File: src/rtl/core/vvfm_pkg.sv
`timescale 1ns / 1ps

package vvfm_pkg;

  localparam int unsigned CHUNK_X_DEF   = 16;
  localparam int unsigned CHUNK_Y_DEF   = 64;
  localparam int unsigned CHUNK_Z_DEF   = 16;
  localparam int unsigned TYPE_BITS_DEF = 4;

  localparam int unsigned OPCODE_W = 2;
  localparam int unsigned POS_X_W  = 4;
  localparam int unsigned POS_Y_W  = 6;
  localparam int unsigned POS_Z_W  = 4;
  localparam int unsigned SIDE_W   = 2;
  localparam int unsigned BLOCK_W  = 4;
  localparam int unsigned MASK_W   = 6;
  localparam int unsigned NBR_W    = 4;

  localparam int unsigned PADDR_W  = 3;
  localparam int unsigned PDATA_W  = 32;

  typedef enum logic [OPCODE_W-1:0] {
    OP_WR_CELL  = 2'd0,
    OP_WR_PLANE = 2'd1,
    OP_QUERY    = 2'd2
  } opcode_e;

  localparam logic [SIDE_W-1:0] SIDE_NEG_X = 2'd0;
  localparam logic [SIDE_W-1:0] SIDE_POS_X = 2'd1;
  localparam logic [SIDE_W-1:0] SIDE_NEG_Z = 2'd2;
  localparam logic [SIDE_W-1:0] SIDE_POS_Z = 2'd3;

  typedef enum logic {
    REG_NEIGHBOR = 1'b0,
    REG_AIR      = 1'b1
  } reg_e;

  typedef struct packed {
    logic [NBR_W-1:0]   neighbor_present;
    logic [BLOCK_W-1:0] air_code;
  } cfg_t;

  typedef struct packed {
    logic chunk_we;
    logic chunk_re;
    logic edge_we;
    logic edge_re;
  } mem_ctl_t;

endpackage

File: src/rtl/core/vvfm_cfg.sv
`timescale 1ns / 1ps

module vvfm_cfg (
  input  logic                         clk_i,
  input  logic                         rst_ni,
  input  logic                         psel,
  input  logic                         penable,
  input  logic                         pwrite,
  input  logic [vvfm_pkg::PADDR_W-1:0] paddr,
  input  logic [vvfm_pkg::PDATA_W-1:0] pwdata,
  output logic [vvfm_pkg::PDATA_W-1:0] prdata,
  output logic                         pready,
  output vvfm_pkg::cfg_t               cfg_o
);
  import vvfm_pkg::*;

  cfg_t cfg_q, cfg_d;
  reg_e sel;

  assign sel    = reg_e'(paddr[2]);
  assign pready = 1'b1;
  assign cfg_o  = cfg_q;

  always_comb begin
    cfg_d = cfg_q;
    if (psel && penable && pwrite) begin
      case (sel)
        REG_NEIGHBOR: cfg_d.neighbor_present = pwdata[NBR_W-1:0];
        REG_AIR:      cfg_d.air_code         = pwdata[BLOCK_W-1:0];
        default:      cfg_d = cfg_q;
      endcase
    end
  end

  always_comb begin
    case (sel)
      REG_NEIGHBOR: prdata = PDATA_W'(cfg_q.neighbor_present);
      REG_AIR:      prdata = PDATA_W'(cfg_q.air_code);
      default:      prdata = '0;
    endcase
  end

  always_ff @(posedge clk_i or negedge rst_ni) begin
    if (!rst_ni) begin
      cfg_q <= '0;
    end else begin
      cfg_q <= cfg_d;
    end
  end

endmodule

File: config.mk
export PLATFORM = sky130hd
export DESIGN_NAME = vvfm_cfg
export DESIGN_NICKNAME = d
export VERILOG_FILES = /design/src/rtl/core/vvfm_pkg.sv /design/src/rtl/core/vvfm_cfg.sv
export SDC_FILE = /design/constraint.sdc
export NUM_CORES = 1
export LEC_CHECK = 0
export ABC_CLOCK_PERIOD_IN_PS = 1080
export BUFFER_PORTS_ARGS = -buffer_cell sky130_fd_sc_hd__buf_2
export CORE_MARGIN = 1
export CORE_UTILIZATION = 34
export CTS_BUF_LIST = sky130_fd_sc_hd__clkbuf_8
export DETAILED_ROUTE_END_ITERATION = 16
export HOLD_SLACK_MARGIN = 0.02
export PLACE_DENSITY = 0.94
export SLEW_MARGIN = 20
export SYNTH_ARGS = -nofsm -noshare
export SYNTH_HDL_FRONTEND = slang
export SYNTH_SLANG_ARGS = --single-unit
File: constraint.sdc
create_clock -name clk_i -period 1.08 [get_ports clk_i]
set_input_delay 0.054 -clock clk_i [delete_from_list [all_inputs] [get_ports clk_i]]
set_output_delay 0.054 -clock clk_i [all_outputs]
set_load 0.05 [all_outputs]
==> impl_metrics.env <==
export IMPL_ys_ff_latch=8
export IMPL_numPortBuffers=21
export IMPL_gr_usage_all_layers_pct=12.3
export IMPL_p_leak_nw=0.398
export IMPL_critPathMaxStageDelay_ns=0.40
export IMPL_synth_yosys_warnings=0
export IMPL_via_per_inst=3.95
export IMPL_clock_path_buffers=2
export IMPL_clock_latency_ns=0.23
export IMPL_drive_gt1_share_pct=62.0
export IMPL_crit_chain="mux2_4, buf_8"
export IMPL_yosys_cell_types_count=6
export IMPL_final_max_slew_viol_count=0
export IMPL_drt_first_pass_iters=6
export IMPL_crit_family="flip-flops"
export IMPL_initial_utilization_pct=37.9
export IMPL_synthArstFlopShare_pct=100
export IMPL_hold_path_depth=2
export IMPL_peakVddDrop_uv=781
export IMPL_status="complete, but fails checks"
export IMPL_yosysMostFrequentCell="buf_4"
export IMPL_fillCellCount=149
export IMPL_rr_worst_depth=2
export IMPL_crit_cells=2
export IMPL_multi_input_area_um2=288
export IMPL_cts_buffers=3
export IMPL_ys_top_cells_by_area="buf_4 36%, dfrtp_1 34%, mux2_2 23%"
export IMPL_max_freq_ghz=0.896
export IMPL_seq_area_frac_synth_pct=33.5
export IMPL_fin_nets=121
export IMPL_gp_routability_congestion=0.626
export IMPL_synth_edf_count=0
export IMPL_vias=375
export IMPL_largest_reg_flops=8
export IMPL_critPathKind="flop to output port"
export IMPL_synthesis_area_um2=597
export IMPL_pwr_density_cell_nw_per_um2=2410
export IMPL_syn_avg_cell_area_um2=11.3
export IMPL_drc_errors=0
export IMPL_routed_wl_mm=1.07
export IMPL_cts_htree_levels=1
export IMPL_ff_latch_area_um2=210
export IMPL_highest_signal_layer="met4"
export IMPL_cp_data_required_time_ns=1.03
export IMPL_power_switching_uw=874
export IMPL_setup_tns_ns=-0.126
export IMPL_cp_buffers_inverters=1
export IMPL_dieArea_um2=1930
export IMPL_power_total_mw=1.76
export IMPL_wl_met1_um=385
export IMPL_drv_cap=0
export IMPL_yosys_top_cells_count="29 x buf_4, 12 x mux2_2, 8 x dfrtp_1"
export IMPL_end_kind="output port"
export IMPL_drtIter0Drc=6
export IMPL_wl_met3_um=86
export IMPL_yosysTopAreaCellShare_pct=36.5
export IMPL_cts_sinks=8
export IMPL_clkTransAtPathRegs_ns=0.04
export IMPL_rsz0062_at_grt="yes"
export IMPL_setup_viol=4
export IMPL_core_um2=1580
export IMPL_cp_max_fo=2
export IMPL_utilization_pct=46.3
export IMPL_dp_slack_ns=0.163
export IMPL_die_h_um=43.9
export IMPL_synth_top_area_cell="buf_4"
export IMPL_pwr_share_seq_pct=24.0
export IMPL_finalHoldViolCount=0
export IMPL_finalCritPeriodShare_pct=103
export IMPL_violations="negative setup slack"
export IMPL_critPathArrivalTime_ns=1.06
export IMPL_ant_nets=0
export IMPL_swShare_pct=49.6
export IMPL_cpMaxStageDelayCell="dfrtp_2"
export IMPL_ios=81
export IMPL_clkPwrFrac_pct=20.8
export IMPL_antenna_cells=0
export IMPL_hpwl_um=815
export IMPL_grt_remaining_overflow=0
export IMPL_setup_ws_ns=-0.0357
export IMPL_antenna_found_initial=0
export IMPL_comb_power_share_pct=55.2
export IMPL_cts_root_buf="clkbuf_8"
export IMPL_grt_pass1_wl_mm=1.57
export IMPL_tritoncts="done"
export IMPL_cp_start_kind="flop"
export IMPL_syn_inst=53
export IMPL_hold_path_class="input pin to flop"
export IMPL_num_rows=14
export IMPL_worst_clock_skew_ns=0
export IMPL_area_growth_syn_to_layout_pct=22.2
export IMPL_chipWidth_um=43.9
export IMPL_grt_max_degree=9
export IMPL_met2_length_um=572
export IMPL_synth_top_flop_cell="dfrtp_1"
export IMPL_wire_per_inst_um=11.3
export IMPL_p_int_uw=887
export IMPL_grt_pass1_vias=329
export IMPL_fin_crit_ns=1.12
-- kinds of logic after synthesis --
kind of cell           share of synthesized area [%]
buffers and inverters                           36.5
multiplexers                                    22.6
flip-flops                                      33.5
AND/OR/NAND/NOR                                 6.08
other                                           1.26
-- layer usage --
metal / up-vias / GRT usage (%)
li1: 168 / -
met1: 176 / 14.3
met2: 28 / 18.8
met3: 3 / 5.00
met4: 0 / 7.27
met5: - / 0
-- final timing paths --
path	endpoint	slack, ns	from
max	prdata[1]	-0.04	cfg_o[5]
min	cfg_o[1]	0.07	pwdata[1]
max reg2reg	cfg_o[7]	0.16	cfg_o[7]
min reg2reg	cfg_o[2]	0.52	cfg_o[2]
max in group asynchronous	cfg_o[0]	0.69	rst_ni
min in group asynchronous	cfg_o[1]	0.20	rst_ni
-- power groups by stage --
stage	logic, mW	clock network, mW	registers, mW
5_1_grt	1.01	0.392	0.436
2_1_floorplan	0.541	0	0.662
6_report	0.972	0.366	0.423
3_5_place_dp	0.845	0	0.431
3_3_place_gp	0.838	0	0.421
4_1_cts	0.934	0.380	0.425
-- stage by stage --
stage	hold slack (ns)	cells	cell area, um^2
after CTS	0.0655	93	707
after floorplan	-0.242	80	708
after global placement	-0.102	88	616
after global routing	0.0761	95	729
final	0.0677	95	729
after detailed placement	-0.0880	88	616
-- timing repair --
item | 4_1_cts | 5_1_grt
setup buffers | 1 | 2
endpoints found under the hold margin | 8 | 0
pin swaps | 0 | 0
hold buffers | 1 | 0
gates resized for setup | 10 | 2
endpoints found under the setup margin | 4 | 4
-- area by class of cell --
| cell class | instances | share of cell area, % |
|---|---|---|
| Sequential cell | 8 | 28.8 |
| Timing Repair Buffer | 25 | 23.3 |
| Clock buffer | 3 | 5.66 |
| Tap cell | 16 | 2.74 |
| Multi-Input combinational cell | 43 | 39.5 |
-- layout by cell type, fill, tap and decap left out --
cell,instances
buf_2,17
buf_4,3
buf_6,2
buf_8,2
clkbuf_8,3
conb_1,29
dfrtp_2,8
dlygate4sd3_1,1
mux2_2,10
mux2_4,2
nand4_2,1
nand4b_4,1
Note: power is estimated with default switching activity, not from simulation.
