[config.mk]
export PLATFORM = sky130hd
export DESIGN_NAME = vvfm_ctrl
export DESIGN_NICKNAME = d
export VERILOG_FILES = /design/src/rtl/core/vvfm_pkg.sv /design/src/rtl/core/vvfm_ctrl.sv
export SDC_FILE = /design/constraint.sdc
export NUM_CORES = 1
export LEC_CHECK = 0
export BUFFER_PORTS_ARGS = -buffer_cell sky130_fd_sc_hd__buf_2
export CAP_MARGIN = 20
export CORE_MARGIN = 2
export CORE_UTILIZATION = 50
export DETAILED_ROUTE_END_ITERATION = 8
export GPL_TIMING_DRIVEN = 1
export PLACE_DENSITY_LB_ADDON = 0.15
export SLEW_MARGIN = 20
export SYNTH_ARGS = -nofsm -noshare
export SYNTH_HDL_FRONTEND = slang
export SYNTH_SLANG_ARGS = --single-unit
export TNS_END_PERCENT = 1
[constraint.sdc]
create_clock -name clk_i -period 4.45 [get_ports clk_i]
set_input_delay 0.2225 -clock clk_i [delete_from_list [all_inputs] [get_ports clk_i]]
set_output_delay 0.2225 -clock clk_i [all_outputs]
set_load 0.03 [all_outputs]
[src/rtl/core/vvfm_pkg.sv]
`timescale 1ns / 1ps

package vvfm_pkg;

  localparam int unsigned CHUNK_X_DEF   = 16;
  localparam int unsigned CHUNK_Y_DEF   = 64;
  localparam int unsigned CHUNK_Z_DEF   = 16;
  localparam int unsigned TYPE_BITS_DEF = 4;

  localparam int unsigned OPCODE_W = 2;
  localparam int unsigned POS_X_W  = 4;
  localparam int unsigned POS_Y_W  = 6;
  localparam int unsigned POS_Z_W  = 4;
  localparam int unsigned SIDE_W   = 2;
  localparam int unsigned BLOCK_W  = 4;
  localparam int unsigned MASK_W   = 6;
  localparam int unsigned NBR_W    = 4;

  localparam int unsigned PADDR_W  = 3;
  localparam int unsigned PDATA_W  = 32;

  typedef enum logic [OPCODE_W-1:0] {
    OP_WR_CELL  = 2'd0,
    OP_WR_PLANE = 2'd1,
    OP_QUERY    = 2'd2
  } opcode_e;

  localparam logic [SIDE_W-1:0] SIDE_NEG_X = 2'd0;
  localparam logic [SIDE_W-1:0] SIDE_POS_X = 2'd1;
  localparam logic [SIDE_W-1:0] SIDE_NEG_Z = 2'd2;
  localparam logic [SIDE_W-1:0] SIDE_POS_Z = 2'd3;

  typedef enum logic {
    REG_NEIGHBOR = 1'b0,
    REG_AIR      = 1'b1
  } reg_e;

  typedef struct packed {
    logic [NBR_W-1:0]   neighbor_present;
    logic [BLOCK_W-1:0] air_code;
  } cfg_t;

  typedef struct packed {
    logic chunk_we;
    logic chunk_re;
    logic edge_we;
    logic edge_re;
  } mem_ctl_t;

endpackage

[src/rtl/core/vvfm_ctrl.sv]
`timescale 1ns / 1ps

module vvfm_ctrl #(
  parameter int unsigned CHUNK_X   = vvfm_pkg::CHUNK_X_DEF,
  parameter int unsigned CHUNK_Y   = vvfm_pkg::CHUNK_Y_DEF,
  parameter int unsigned CHUNK_Z   = vvfm_pkg::CHUNK_Z_DEF,
  parameter int unsigned TYPE_BITS = vvfm_pkg::TYPE_BITS_DEF,
  localparam int unsigned CELLS    = CHUNK_X * CHUNK_Y * CHUNK_Z,
  localparam int unsigned EDGES    = 2 * CHUNK_Y * CHUNK_Z + 2 * CHUNK_X * CHUNK_Y,
  localparam int unsigned CELL_AW  = $clog2(CELLS),
  localparam int unsigned EDGE_AW  = $clog2(EDGES)
) (
  input  logic                          clk_i,
  input  logic                          rst_ni,
  input  logic                          in_valid_i,
  output logic                          in_stall_o,
  input  logic [vvfm_pkg::OPCODE_W-1:0] opcode_i,
  input  logic [vvfm_pkg::POS_X_W-1:0]  pos_x_i,
  input  logic [vvfm_pkg::POS_Y_W-1:0]  pos_y_i,
  input  logic [vvfm_pkg::POS_Z_W-1:0]  pos_z_i,
  input  logic [vvfm_pkg::SIDE_W-1:0]   side_i,
  input  logic [vvfm_pkg::BLOCK_W-1:0]  block_in_i,
  output logic                          out_valid_o,
  input  logic                          out_stall_i,
  output logic                          is_query_o,
  output logic [vvfm_pkg::BLOCK_W-1:0]  block_out_o,
  output logic [vvfm_pkg::MASK_W-1:0]   face_mask_o,
  input  vvfm_pkg::cfg_t                cfg_i,
  output vvfm_pkg::mem_ctl_t            mem_o,
  output logic [CELL_AW-1:0]            chunk_addr_o,
  output logic [EDGE_AW-1:0]            edge_addr_o,
  output logic [TYPE_BITS-1:0]          wdata_o,
  input  logic [TYPE_BITS-1:0]          chunk_rdata_i,
  input  logic [TYPE_BITS-1:0]          edge_rdata_i
);
  import vvfm_pkg::*;

  localparam int unsigned XPLANE = CHUNK_Y * CHUNK_Z;
  localparam int unsigned ZPLANE = CHUNK_X * CHUNK_Y;
  localparam int unsigned CMP_W  = (TYPE_BITS > BLOCK_W) ? TYPE_BITS : BLOCK_W;

  localparam logic [CELL_AW-1:0] CY_C = CELL_AW'(CHUNK_Y);
  localparam logic [CELL_AW-1:0] CZ_C = CELL_AW'(CHUNK_Z);
  localparam logic [EDGE_AW-1:0] EY_C = EDGE_AW'(CHUNK_Y);
  localparam logic [EDGE_AW-1:0] EZ_C = EDGE_AW'(CHUNK_Z);
  localparam logic [EDGE_AW-1:0] XB1  = EDGE_AW'(XPLANE);
  localparam logic [EDGE_AW-1:0] ZB0  = EDGE_AW'(2 * XPLANE);
  localparam logic [EDGE_AW-1:0] ZB1  = EDGE_AW'(2 * XPLANE + ZPLANE);

  localparam logic [2:0] STEP_FIRST = 3'd0;
  localparam logic [2:0] STEP_CTR   = 3'd1;
  localparam logic [2:0] STEP_PZ    = 3'd1;
  localparam logic [2:0] STEP_NZ    = 3'd2;
  localparam logic [2:0] STEP_NX    = 3'd3;
  localparam logic [2:0] STEP_PX    = 3'd4;
  localparam logic [2:0] STEP_NY    = 3'd5;
  localparam logic [2:0] STEP_PY    = 3'd6;
  localparam logic [2:0] STEP_LAST  = 3'd7;

  typedef enum logic [1:0] {
    S_IDLE,
    S_READ,
    S_FIN
  } state_e;

  typedef enum logic [1:0] {
    SRC_CHUNK,
    SRC_EDGE,
    SRC_OPEN
  } src_e;

  function automatic logic [CELL_AW-1:0] cell_idx(input logic [CELL_AW-1:0] cx,
                                                  input logic [CELL_AW-1:0] cy,
                                                  input logic [CELL_AW-1:0] cz);
    return (cx * CY_C + cy) * CZ_C + cz;
  endfunction

  function automatic logic [EDGE_AW-1:0] edge_idx(input logic [SIDE_W-1:0]  s,
                                                  input logic [EDGE_AW-1:0] ex,
                                                  input logic [EDGE_AW-1:0] ey,
                                                  input logic [EDGE_AW-1:0] ez);
    logic [EDGE_AW-1:0] idx;
    case (s)
      SIDE_NEG_X: idx = ey * EZ_C + ez;
      SIDE_POS_X: idx = XB1 + ey * EZ_C + ez;
      SIDE_NEG_Z: idx = ZB0 + ex * EY_C + ey;
      SIDE_POS_Z: idx = ZB1 + ex * EY_C + ey;
      default:    idx = '0;
    endcase
    return idx;
  endfunction

  state_e               state_q, state_d;
  logic [2:0]           step_q, step_d;
  src_e                 src_q, src_d;
  logic [POS_X_W-1:0]   x_q, x_d;
  logic [POS_Y_W-1:0]   y_q, y_d;
  logic [POS_Z_W-1:0]   z_q, z_d;
  logic                 isq_q, isq_d;
  logic [TYPE_BITS-1:0] blk_q, blk_d;
  logic [MASK_W-1:0]    mask_q, mask_d;
  logic                 out_valid_q, out_valid_d;
  logic                 out_isq_q, out_isq_d;
  logic [BLOCK_W-1:0]   out_blk_q, out_blk_d;
  logic [MASK_W-1:0]    out_mask_q, out_mask_d;

  logic [POS_X_W:0]     nx;
  logic [POS_Y_W:0]     ny;
  logic [POS_Z_W:0]     nz;
  logic [SIDE_W-1:0]    nside;
  src_e                 step_src;
  logic                 face_open;
  logic                 blk_air;
  logic                 cell_ok;
  logic                 plane_ok;
  logic [CMP_W-1:0]     blk_ext;

  assign blk_ext = CMP_W'(block_in_i);
  assign wdata_o = blk_ext[TYPE_BITS-1:0];

  assign cell_ok  = (32'(pos_x_i) < CHUNK_X) && (32'(pos_y_i) < CHUNK_Y) &&
                    (32'(pos_z_i) < CHUNK_Z);
  assign plane_ok = (side_i == SIDE_NEG_X || side_i == SIDE_POS_X) ?
                    ((32'(pos_y_i) < CHUNK_Y) && (32'(pos_z_i) < CHUNK_Z)) :
                    ((32'(pos_x_i) < CHUNK_X) && (32'(pos_y_i) < CHUNK_Y));

  assign blk_air   = CMP_W'(blk_q) == CMP_W'(cfg_i.air_code);
  assign face_open = (src_q == SRC_OPEN) ||
                     ((src_q == SRC_EDGE) ?
                      (CMP_W'(edge_rdata_i) == CMP_W'(cfg_i.air_code)) :
                      (CMP_W'(chunk_rdata_i) == CMP_W'(cfg_i.air_code)));

  // neighbor selection for the read issued in this step
  always_comb begin
    nx       = (POS_X_W + 1)'(x_q);
    ny       = (POS_Y_W + 1)'(y_q);
    nz       = (POS_Z_W + 1)'(z_q);
    nside    = SIDE_NEG_X;
    step_src = SRC_CHUNK;
    case (step_q)
      STEP_PZ: begin
        if (32'(z_q) == CHUNK_Z - 1) begin
          nside    = SIDE_POS_Z;
          step_src = cfg_i.neighbor_present[3] ? SRC_EDGE : SRC_OPEN;
        end else begin
          nz = (POS_Z_W + 1)'(z_q) + 1'b1;
        end
      end
      STEP_NZ: begin
        if (z_q == '0) begin
          nside    = SIDE_NEG_Z;
          step_src = cfg_i.neighbor_present[2] ? SRC_EDGE : SRC_OPEN;
        end else begin
          nz = (POS_Z_W + 1)'(z_q) - 1'b1;
        end
      end
      STEP_NX: begin
        if (x_q == '0) begin
          nside    = SIDE_NEG_X;
          step_src = cfg_i.neighbor_present[0] ? SRC_EDGE : SRC_OPEN;
        end else begin
          nx = (POS_X_W + 1)'(x_q) - 1'b1;
        end
      end
      STEP_PX: begin
        if (32'(x_q) == CHUNK_X - 1) begin
          nside    = SIDE_POS_X;
          step_src = cfg_i.neighbor_present[1] ? SRC_EDGE : SRC_OPEN;
        end else begin
          nx = (POS_X_W + 1)'(x_q) + 1'b1;
        end
      end
      STEP_NY: begin
        if (y_q == '0) begin
          step_src = SRC_OPEN;
        end else begin
          ny = (POS_Y_W + 1)'(y_q) - 1'b1;
        end
      end
      STEP_PY: begin
        if (32'(y_q) == CHUNK_Y - 1) begin
          step_src = SRC_OPEN;
        end else begin
          ny = (POS_Y_W + 1)'(y_q) + 1'b1;
        end
      end
      default: step_src = SRC_CHUNK;
    endcase
  end

  always_comb begin
    state_d     = state_q;
    step_d      = step_q;
    src_d       = src_q;
    x_d         = x_q;
    y_d         = y_q;
    z_d         = z_q;
    isq_d       = isq_q;
    blk_d       = blk_q;
    mask_d      = mask_q;
    out_valid_d = out_valid_q;
    out_isq_d   = out_isq_q;
    out_blk_d   = out_blk_q;
    out_mask_d  = out_mask_q;
    mem_o       = '0;
    chunk_addr_o = cell_idx(CELL_AW'(pos_x_i), CELL_AW'(pos_y_i), CELL_AW'(pos_z_i));
    edge_addr_o  = edge_idx(side_i, EDGE_AW'(pos_x_i), EDGE_AW'(pos_y_i),
                            EDGE_AW'(pos_z_i));

    if (out_valid_q && !out_stall_i) begin
      out_valid_d = 1'b0;
    end

    case (state_q)
      S_IDLE: begin
        if (in_valid_i) begin
          x_d    = pos_x_i;
          y_d    = pos_y_i;
          z_d    = pos_z_i;
          blk_d  = '0;
          mask_d = '0;
          case (opcode_e'(opcode_i))
            OP_WR_CELL: begin
              mem_o.chunk_we = cell_ok;
              isq_d          = 1'b0;
              state_d        = S_FIN;
            end
            OP_WR_PLANE: begin
              mem_o.edge_we = plane_ok;
              isq_d         = 1'b0;
              state_d       = S_FIN;
            end
            OP_QUERY: begin
              isq_d = 1'b1;
              if (cell_ok) begin
                step_d  = STEP_FIRST;
                state_d = S_READ;
              end else begin
                state_d = S_FIN;
              end
            end
            default: begin
              isq_d   = 1'b0;
              state_d = S_FIN;
            end
          endcase
        end
      end
      S_READ: begin
        chunk_addr_o = cell_idx(CELL_AW'(nx), CELL_AW'(ny), CELL_AW'(nz));
        edge_addr_o  = edge_idx(nside, EDGE_AW'(x_q), EDGE_AW'(y_q), EDGE_AW'(z_q));
        if (step_q != STEP_LAST) begin
          mem_o.chunk_re = (step_src == SRC_CHUNK);
          mem_o.edge_re  = (step_src == SRC_EDGE);
          src_d          = step_src;
        end
        // data of the previous step is on the read port now
        if (step_q == STEP_CTR) begin
          blk_d = chunk_rdata_i;
        end else if (step_q != STEP_FIRST) begin
          mask_d[step_q - 3'd2] = face_open;
        end
        if (step_q == STEP_LAST) begin
          state_d = S_FIN;
        end else begin
          step_d = step_q + 3'd1;
        end
      end
      S_FIN: begin
        if (!out_valid_q || !out_stall_i) begin
          out_valid_d = 1'b1;
          out_isq_d   = isq_q;
          out_blk_d   = BLOCK_W'(blk_q);
          out_mask_d  = blk_air ? '0 : mask_q;
          state_d     = S_IDLE;
        end
      end
      default: state_d = S_IDLE;
    endcase
  end

  always_ff @(posedge clk_i or negedge rst_ni) begin
    if (!rst_ni) begin
      state_q     <= S_IDLE;
      step_q      <= STEP_FIRST;
      src_q       <= SRC_OPEN;
      x_q         <= '0;
      y_q         <= '0;
      z_q         <= '0;
      isq_q       <= 1'b0;
      blk_q       <= '0;
      mask_q      <= '0;
      out_valid_q <= 1'b0;
      out_isq_q   <= 1'b0;
      out_blk_q   <= '0;
      out_mask_q  <= '0;
    end else begin
      state_q     <= state_d;
      step_q      <= step_d;
      src_q       <= src_d;
      x_q         <= x_d;
      y_q         <= y_d;
      z_q         <= z_d;
      isq_q       <= isq_d;
      blk_q       <= blk_d;
      mask_q      <= mask_d;
      out_valid_q <= out_valid_d;
      out_isq_q   <= out_isq_d;
      out_blk_q   <= out_blk_d;
      out_mask_q  <= out_mask_d;
    end
  end

  assign in_stall_o  = (state_q != S_IDLE);
  assign out_valid_o = out_valid_q;
  assign is_query_o  = out_isq_q;
  assign block_out_o = out_blk_q;
  assign face_mask_o = out_mask_q;

endmodule

==> summary by stage, run 1 <==
Power and ir drop
For this design the ratio of total power to cell area is 661 nW/µm². The largest vdd supply drop is 0.356 mV. The overall power consumption is approximately 2800 µW. The leakage power of the design is 0.00195 µW.

Run
Max-cap violations in this run came to 0.

Die
The die extent in y is ~90 µm. 89 I/O pins were placed. The initial core utilization is between 50 and 60%. The area of the die is ~8000 µm².

In this run the core area contains 31 standard-cell rows. From left edge to right edge, the die measures 89.6 µm. The floorplan core area is 7180 µm².

Cells and area
The final standard cell utilization of the core is between 50% and 60%. Compared with the post-synthesis result, the final layout area differs by 14.9%. The number of diodes is 0. In the final design database the tool counted around 570 nets. The count of placed standard cells in the final layout, fillers left out is roughly 610.

Counting the fill cells in the layout gives 690. In the final layout, the share of cells above drive strength 1 is around a quarter.

Synth
Among all flip-flop cells after synthesis, the most frequent one is sky130_fd_sc_hd__dfrtp_1. The synthesized design devotes to its leading area cell type 29.4% of total area. The per-instance average area after synthesis is 8.24 µm². The post-synthesis compound-gate area fraction is 20.8%. Synthesis produced a netlist whose cell count is 445. Synthesis inferred 44 register bits. The synthesized-area fraction occupied by adder cells is between 6 and 7%. For this run, asynchronously set or reset flops after synthesis account for 100%. Yosys attributes the largest share of cell area to sky130_fd_sc_hd__dfrtp_1, sky130_fd_sc_hd__ha_1, sky130_fd_sc_hd__nand2_1. The mux contribution to synthesized area is 9.87%.

In the synthesized netlist, the cells that appear most often are sky130_fd_sc_hd__nand2_1, sky130_fd_sc_hd__dfrtp_1, sky130_fd_sc_hd__o21ai_0. In this run, distinct cell masters in the synthesized netlist total 57. sky130_fd_sc_hd__nand2_1 is the most common cell in the netlist. The post-synthesis instance area is 3660 µm². Sequential cells were found to cover 30.1% of the synthesized design area. For this run, the number of Yosys warnings is 0.

The xor and xnor area share after synthesis is under 10%. The share of synthesized cell area in and, or, nand and nor gates is between 20% and 30%. The biggest area contributor in the post-synthesis netlist is sky130_fd_sc_hd__dfrtp_1.

The number of nets in the synthesized netlist is around 500. Counting flops with a built-in enable in the synthesized netlist gives 0. The largest family of logic cells by synthesized area is simple AND/OR/NAND/NOR gates.

Clock tree
After clock tree synthesis, the setup repair step added 0 buffers. In this run the number of H-tree levels came out at 2. The total clock sinks is 44. After clock tree synthesis, the flow added hold-fix buffers numbering 0. TritonCTS created 5 clock buffers. The number of buffers on the longest clock path is 2. The insertion delay to the later sink of the worst-skew pair is roughly 0.31 ns. CTS placed an instance of sky130_fd_sc_hd__clkbuf_8 at the clock tree root. Post-CTS repair changed the size of 0 cells. The CTS tree is built. Clock-pin slew was measured on the worst setup and hold paths at 0.10 ns.

Min path
Counting instances, the worst hold path has a depth of 3. The worst hold endpoint is x_q[3]$_DFFE_PN0P_. The worst hold path begins at pos_x_i[3]. The worst hold-check path type is in -> reg.

Timing
Setup slack closes at about 0.73 ns. The period utilization is 83.5%. The slew at the pin with the worst max-slew slack is roughly 0.94 ns. Setup repair after global routing left no endpoint under its margin. Setup violations remaining at the end of the flow were counted as 0. The count of final max-slew check failures was 0. The remaining max-slew budget at the tightest pin is 37.5%. For the final database, setup skew stands at 0.0128 ns. The final critical path time including I/O delays and setup is 3.72 ns.

The aggregate negative setup slack is 0 ns. Timing would allow up to 0.269 GHz. The hold violation count in the final report was 0.

Drt
Wires add up to 10.1 mm. Before antenna repair, the detailed router went through 6 iterations. In the routed design, unresolved DRC markers number 0. The count of nets left with antenna violations after detail routing is 0. The routed length per placed instance is 16.6 µm. The ratio of routed vias to standard cells is 5.85. For this block, the via count after detailed routing is 3559. The DRC marker count from the first detailed-route iteration is around 240.

Global routing
Global routing used roughly a quarter of the available tracks. The initial antenna violation count was 0. The via count of the first global-routing pass is 3101. For this run the aggregate overflow at the end of global routing stands at 0.

Entering global routing, the biggest net connects 54 pins. The first global-routing pass estimated around 16 mm of wire.

Worst setup path
Walking the worst path, the cells encountered are or3b_2 -> a21oi_1 -> and3_1 -> ha_1 -> ha_1 -> nand2_1 -> nor3_2 -> xnor2_1 -> mux2_2 -> buf_2. STA classifies the critical path startpoint as a flip-flop. The endpoint of the worst register-to-register path is src_q[1]$_DFFE_PN1P_. For this run, the slowest stage of the critical path takes around 0.67 ns.

The cell seen most often among critical-path stages is sky130_fd_sc_hd__ha_1. Counting cells, the worst reg-to-reg path comes to 9. The internal reg-to-reg setup slack is 2.02 ns. The capturing element type of the critical path is an output port. The critical path in this run is classified as reg -> out. STA puts the critical path data required time at around 4.2 ns. The worst-path cell with the longest stage delay is sky130_fd_sc_hd__dfrtp_1. The largest fanout on the critical path is 26.

The data arrival at the endpoint of the critical path is 3.49 ns. The worst register-to-register path begins at step_q[1]$_DFFE_PN0P_.

Placed design
Detailed placement finished with a half-perimeter wire length of 7.60 mm. Once placement completed, the tool counted placed cells totaling 599. The placer congestion estimate is roughly 0.91. OpenSTA, run right after detailed placement, puts the worst setup slack at around 1.1 ns. The count of input and output buffers is 80.

Outcome
The run finished with clean final reports.
## cell usage in the layout (no fill, tap or decap), types with 4 or more instances in the layout
master,count
sky130_fd_sc_hd__a211oi_1,8
sky130_fd_sc_hd__nand4_1,9
sky130_fd_sc_hd__nand2b_1,8
sky130_fd_sc_hd__nand3_1,12
sky130_fd_sc_hd__clkbuf_8,5
sky130_fd_sc_hd__a21o_1,5
sky130_fd_sc_hd__nor3_1,12
sky130_fd_sc_hd__a22o_1,10
sky130_fd_sc_hd__nand2_1,54
sky130_fd_sc_hd__o22ai_1,5
sky130_fd_sc_hd__a21oi_1,25
sky130_fd_sc_hd__xor2_1,8
sky130_fd_sc_hd__mux2i_1,17
sky130_fd_sc_hd__nor2_1,33
sky130_fd_sc_hd__nor3b_1,4
sky130_fd_sc_hd__and2_1,4
sky130_fd_sc_hd__dfrtp_1,43
sky130_fd_sc_hd__inv_1,17
sky130_fd_sc_hd__ha_1,18
sky130_fd_sc_hd__mux2_2,17
sky130_fd_sc_hd__nor2b_1,4
sky130_fd_sc_hd__buf_2,79
sky130_fd_sc_hd__a31oi_1,6
sky130_fd_sc_hd__o21ai_0,34
sky130_fd_sc_hd__xnor2_1,13
## state kept, by name, indices dropped and copies added (netlist names)
register,cells
step_q,3
out_valid_o,1
mask_q,6
y_q,6
isq_q,1
src_q,2
blk_q,4
z_q,4
face_mask_o,6
block_out_o,4
state_q,2
x_q,4
is_query_o,1
## kinds of logic (layout without fill, tap and decap cells)
group / after synthesis / count (layout)
buffers and inverters: 44 / 108
AOI/OAI and AO/OA: 119 / 119
and+or+nand+nor: 165 / 165
xor gates and xnor gates: 21 / 21
adders and majority gates: 18 / 18
muxes: 34 / 34
DFF: 44 / 44
## power by group
part / switching [µW] / leakage, µW / internal (µW) / total, µW
sequential: 250 / 0.000576 / 542 / 791
combinational: 1060 / 0.00132 / 597 / 1660
clock: 159 / 0.0000548 / 169 / 328
## worst max-delay path, delay by kind of cell (launching register included)
| family | cells | cell delay [ns] |
|---|---|---|
| compound gates | 1 | 0.37 |
| xor+xnor | 1 | 0.09 |
| fa+ha+maj | 2 | 0.42 |
| buf+inv | 1 | 0.18 |
| flops | 1 | 0.67 |
| mux | 1 | 0.27 |
| simple gates | 4 | 1.18 |
## how the worst max path moves through the flow
| stage | slack (ns) | from | to |
|---|---|---|---|
| after floorplan | 1.35 | step_q[2]$_DFFE_PN0P_ | chunk_addr_o[13] |
| after global placement | 1.21 | step_q[2]$_DFFE_PN0P_ | chunk_addr_o[12] |
| after detailed placement | 1.12 | step_q[2]$_DFFE_PN0P_ | chunk_addr_o[12] |
| after CTS | 0.75 | step_q[2]$_DFFE_PN0P_ | chunk_addr_o[12] |
| after global routing | 0.49 | step_q[2]$_DFFE_PN0P_ | chunk_addr_o[13] |
| final | 0.73 | step_q[2]$_DFFE_PN0P_ | chunk_addr_o[12] |
## metal layers
layer  routed length [µm]  GRT usage, %  vias up  share of wire (%)
met1                 4840          37.8     1697                 48
met5                    0             0        -                  0
li1                     -             -     1739                  -
met2                 4580          38.2      110                 45
met3                  529          3.93       13                5.2
met4                  159          7.06        0                1.6
## final cells by class
| class | count | area, µm² | area share (%) |
|---|---|---|---|
| multi-input combinational | 357 | 2380 | 56.5 |
| sequential | 44 | 1100 | 26.2 |
| timing repair buffer | 83 | 428 | 10.2 |
| tap | 99 | 124 | 2.94 |
| clock buffer | 5 | 68.8 | 1.63 |
| inverter | 17 | 63.8 | 1.52 |
| clock inverter | 3 | 46.3 | 1.10 |
## metrics by stage
step           area [µm²]  hold slack (ns)
2_1_floorplan        3660          -0.0731
3_3_place_gp         4080            0.445
3_5_place_dp         4080            0.445
4_1_cts              4200            0.110
5_1_grt              4210            0.147
6_report             4210            0.141
Power figures use the tool's default switching activity.
==> inputs of run 2 (changes only) <==
Settings changed: ABC_AREA set to 1.
Clock period 4.45 ns to 3.55 ns, I/O delays scaled along.
==> run 2 against run 1 <==
  * Core utilization is 0.65 points lower
  * Wire length is 5.2% higher
  * Global-route usage is 0.16 points higher
  * Combinational power is 26% higher
  * Clock skew is 0.0016 ns lower
  * Via count is 11% higher
  * Synthesized area is 7.9% higher
  * Critical path type unchanged
  * Critical endpoint unchanged
  * Largest cell class unchanged
  * Highest routed layer unchanged
==> summary by stage, run 2 <==
Global routing
The met2 track demand over resource in global routing is between 40 and 50%. The global-route wire length before repair is 17.6 mm. Global routing used 25.6% of the available tracks.

The via count of the first global-routing pass is 3588. The initial antenna violation count was 0. In the global route stage, met3 resource usage came out at 2.52%.

In the global route stage, met1 resource usage came out at ~33%. The final global-route overflow total is 0. The maximum number of pins on one net before global-route repair is 49. The most utilized layer in the global route result is met2.

Timing
Derived from the worst setup path, the maximum achievable clock frequency is 0.315 GHz. Measured against its own limit, the worst slew margin works out to 42.0%. The period utilization is 89.6%. The hold violation count in the final report is 0. The count of final max-slew check failures is 0. The final critical path time including I/O delays and setup is between 3 and 4 ns. At the pin with the least slew margin, the transition time is 0.868 ns. The tightest hold path in the finished design has a slack of 0.120 ns. The count of endpoints failing setup in the final report is 0. Setup repair after global routing left no endpoint under its margin. Between clock sinks in the finished design, the worst skew comes to 0.0112 ns. The worst setup slack after layout is 0.371 ns.

The aggregate negative setup slack is 0 ns.

Synth
The number of enable-type register cells in the synthesized netlist is 0. The fraction of registers with async set/reset is 100%. Ranked by total cell area, the synthesized netlist is headed by sky130_fd_sc_hd__dfrtp_1, sky130_fd_sc_hd__nand2_1, sky130_fd_sc_hd__o21ai_0. The number of synthesized register bits is 44. The cell with the most instances after synthesis is sky130_fd_sc_hd__nand2_1.

The commonest cells after synthesis are sky130_fd_sc_hd__nand2_1, sky130_fd_sc_hd__inv_1, sky130_fd_sc_hd__o21ai_0. The main flop type after synthesis is sky130_fd_sc_hd__dfrtp_1. The number of warning messages in the yosys log is 0. After synthesis, the mean cell area works out to 6.78 µm².

After synthesis, the netlist uses 48 different library cells. The number of nets in the synthesized netlist is 643. The synthesized design spends more area on one cell type than any other, namely sky130_fd_sc_hd__dfrtp_1.

Sequential cells were found to cover 27.9% of the synthesized design area. Summed over its instances, the top area cell type makes up 27.2% of the synthesized netlist area. The post-synthesis instance area is 3950 µm². The post-synthesis instance total is 583.

Drt
The total via count in the routed design is 3958. In this run the remaining antenna-violating nets after routing total 0. Dividing the detail-routed via count by the number of cells gives 5.26. The total length of routed wires is 10.6 mm. The length of the first detailed-routing pass in iterations is 5. In the final routed layout, each cell accounts on average for about 14 µm. After detailed routing, the number of remaining DRC violations is 0.

In this run, the number of DRC markers left after iteration 0 of detailed routing was approximately 290.

Cells and area
The repair_antennas step left the layout with diodes totalling 0. The net count of the finished layout is 709. The count of placed standard cells in the final layout, fillers left out is 752. The fraction of final layout cells sized beyond drive strength 1 is 21.2%.

Relative to the synthesized area, the layout overhead comes to 12.8%. Leaving out fill and tap cells, the most frequent cell in the layout is sky130_fd_sc_hd__nand2_1. The top cell types in the final layout, fill and taps aside, are sky130_fd_sc_hd__nand2_1, sky130_fd_sc_hd__inv_1, sky130_fd_sc_hd__buf_2.

Power and ir drop
The largest vdd supply drop is 0.422 mV. In this run the power density over the cells is ~760 nW/µm². For this design the static power due to leakage is 0.00239 µW.

Die
The die is 92.9 µm wide. The die extent in y is 92.9 µm. The die covers 8630 µm². The initialized floorplan defines 32 standard-cell rows. The number of top-level pins is 89.

For this configuration, the core starts out at a cell density of 51.4%. The floorplan core area is 7690 µm².

Worst setup path
At the worst endpoint, the arrival time is 3.00 ns. The capturing element type of the critical path is an output port. The critical path data required time is 3.37 ns.

The largest fanout on the critical path is 9. The count of cells along the worst register-to-register path is 10. The startpoint kind of the worst setup timing path is a flip-flop. The startpoint identified for the worst register-to-register timing path is step_q[1]$_DFFE_PN0P_.

The setup check on the worst reg-to-reg path leaves a slack of 1.56 ns. The worst register-to-register path ends at src_q[1]$_DFFE_PN1P_. The critical setup path kind is reg -> out.

Clock tree
The maximum level of the CTS H-tree is 2. The post-CTS setup repair buffer count is 0. The number of gates resized after CTS was 0. The CTS tree is built. Clock-pin slew was measured on the worst setup and hold paths at ~0.090 ns. CTS placed an instance of sky130_fd_sc_hd__clkbuf_8 at the clock tree root.

The clock reaches the later pin of the worst-skew pair after 0.30 ns. The total clock sinks is 44. The hold buffer count at CTS is 0. The longest clock path from root to sink contains 2 buffers.

The clock buffer count from CTS is 5.

Run
The number of max-cap violations is 0.

Min path
The startpoint identified for the worst hold timing path is pos_x_i[1]. The worst hold endpoint is x_q[1]$_DFFE_PN0P_. The tightest min-delay check is of the in -> reg type.

The hold-critical path depth is 3.

Placed design
The placer congestion estimate is 0.944. The count of input and output buffers is 80. The post-place setup slack is 0.723 ns. The number of placed cells counting well taps is 743.

The sum of net half-perimeters after detailed placement is around 8.2 mm.

Outcome
The flow ran to the end, and the final reports show no timing, DRC or antenna violations.
run 2: cell types whose count changed in the layout (fill, tap and decap cells not counted), sizes merged, moves of 7 or more:
cell	previous run	this run
nand2b	9	0
a22o	10	0
nand3	12	55
a211oi	9	0
inv	18	97
o21ai	37	85
mux2i	17	2
xnor2	13	6
nand2	54	137
nor2	33	46
nor3	14	5
mux2	17	0
run 2: per-stage QoR:
step	power, µW	utilization, %	cell area (µm²)
finish	3410	58.0	4460
global route	3720	58.0	4460
CTS	3410	57.8	4450
detailed placement	3000	56.4	4340
global placement	2990	56.4	4340
floorplan	2540	-	3950
run 2: how the worst max path moves through the flow:
stage	slack, ns	startpoint	cells after the start	to
finish	0.37	step_q[2]$_DFFE_PN0P_	15	chunk_addr_o[12]
global route	0.05	step_q[2]$_DFFE_PN0P_	15	chunk_addr_o[12]
CTS	0.38	step_q[2]$_DFFE_PN0P_	15	chunk_addr_o[12]
detailed placement	0.72	step_q[2]$_DFFE_PN0P_	15	chunk_addr_o[12]
global placement	0.80	step_q[2]$_DFFE_PN0P_	15	chunk_addr_o[12]
floorplan	1.02	step_q[0]$_DFFE_PN0P_	15	chunk_addr_o[10]
run 2: area by class of cell:
type                            instances  area [µm²]
Clock buffer                            6        72.6
Clock inverter                          2        35.0
Fill cell                             768        3230
Inverter                               98         383
Multi-Input combinational cell        417        2310
Sequential cell                        44        1100
Tap cell                              102         128
Timing Repair Buffer                   83         428
run 2: critical path, stage by stage (launching register included):
cell	delay, ns
sky130_fd_sc_hd__dfrtp_1	0.64
sky130_fd_sc_hd__inv_2	0.16
sky130_fd_sc_hd__ha_1	0.26
sky130_fd_sc_hd__nand4_1	0.15
sky130_fd_sc_hd__nand3_1	0.12
sky130_fd_sc_hd__nand2_1	0.07
sky130_fd_sc_hd__nand2_1	0.06
sky130_fd_sc_hd__ha_1	0.19
sky130_fd_sc_hd__ha_1	0.31
sky130_fd_sc_hd__nand2_1	0.07
sky130_fd_sc_hd__inv_1	0.06
sky130_fd_sc_hd__nand4_1	0.12
sky130_fd_sc_hd__o21ai_1	0.14
sky130_fd_sc_hd__nand3_1	0.08
sky130_fd_sc_hd__nand2_1	0.07
sky130_fd_sc_hd__buf_2	0.19
run 2: cell families after synthesis:
family / Yosys count / share of synthesized area (%)
flip-flops: 44 / 27.9
AND/OR/NAND/NOR: 255 / 31.7
multiplexers: 2 / 0.507
AO/OA/AOI/OAI: 130 / 17.8
buffers and inverters: 122 / 13.8
XOR/XNOR: 12 / 2.66
adder cells (fa/ha/maj): 18 / 5.70
run 2: power by group:
part           total [µW]  internal (µW)  leakage (µW)  switching, µW
clock network         393            209     0.0000552            184
registers             927            678      0.000578            249
logic                2090            634       0.00176           1450
run 2: metal layers:
metal  up-vias  share of wire (%)
met5         -                  0
met4         0                2.2
met3        16                6.0
met2       136                 48
met1      1782                 44
li1       2024                  -
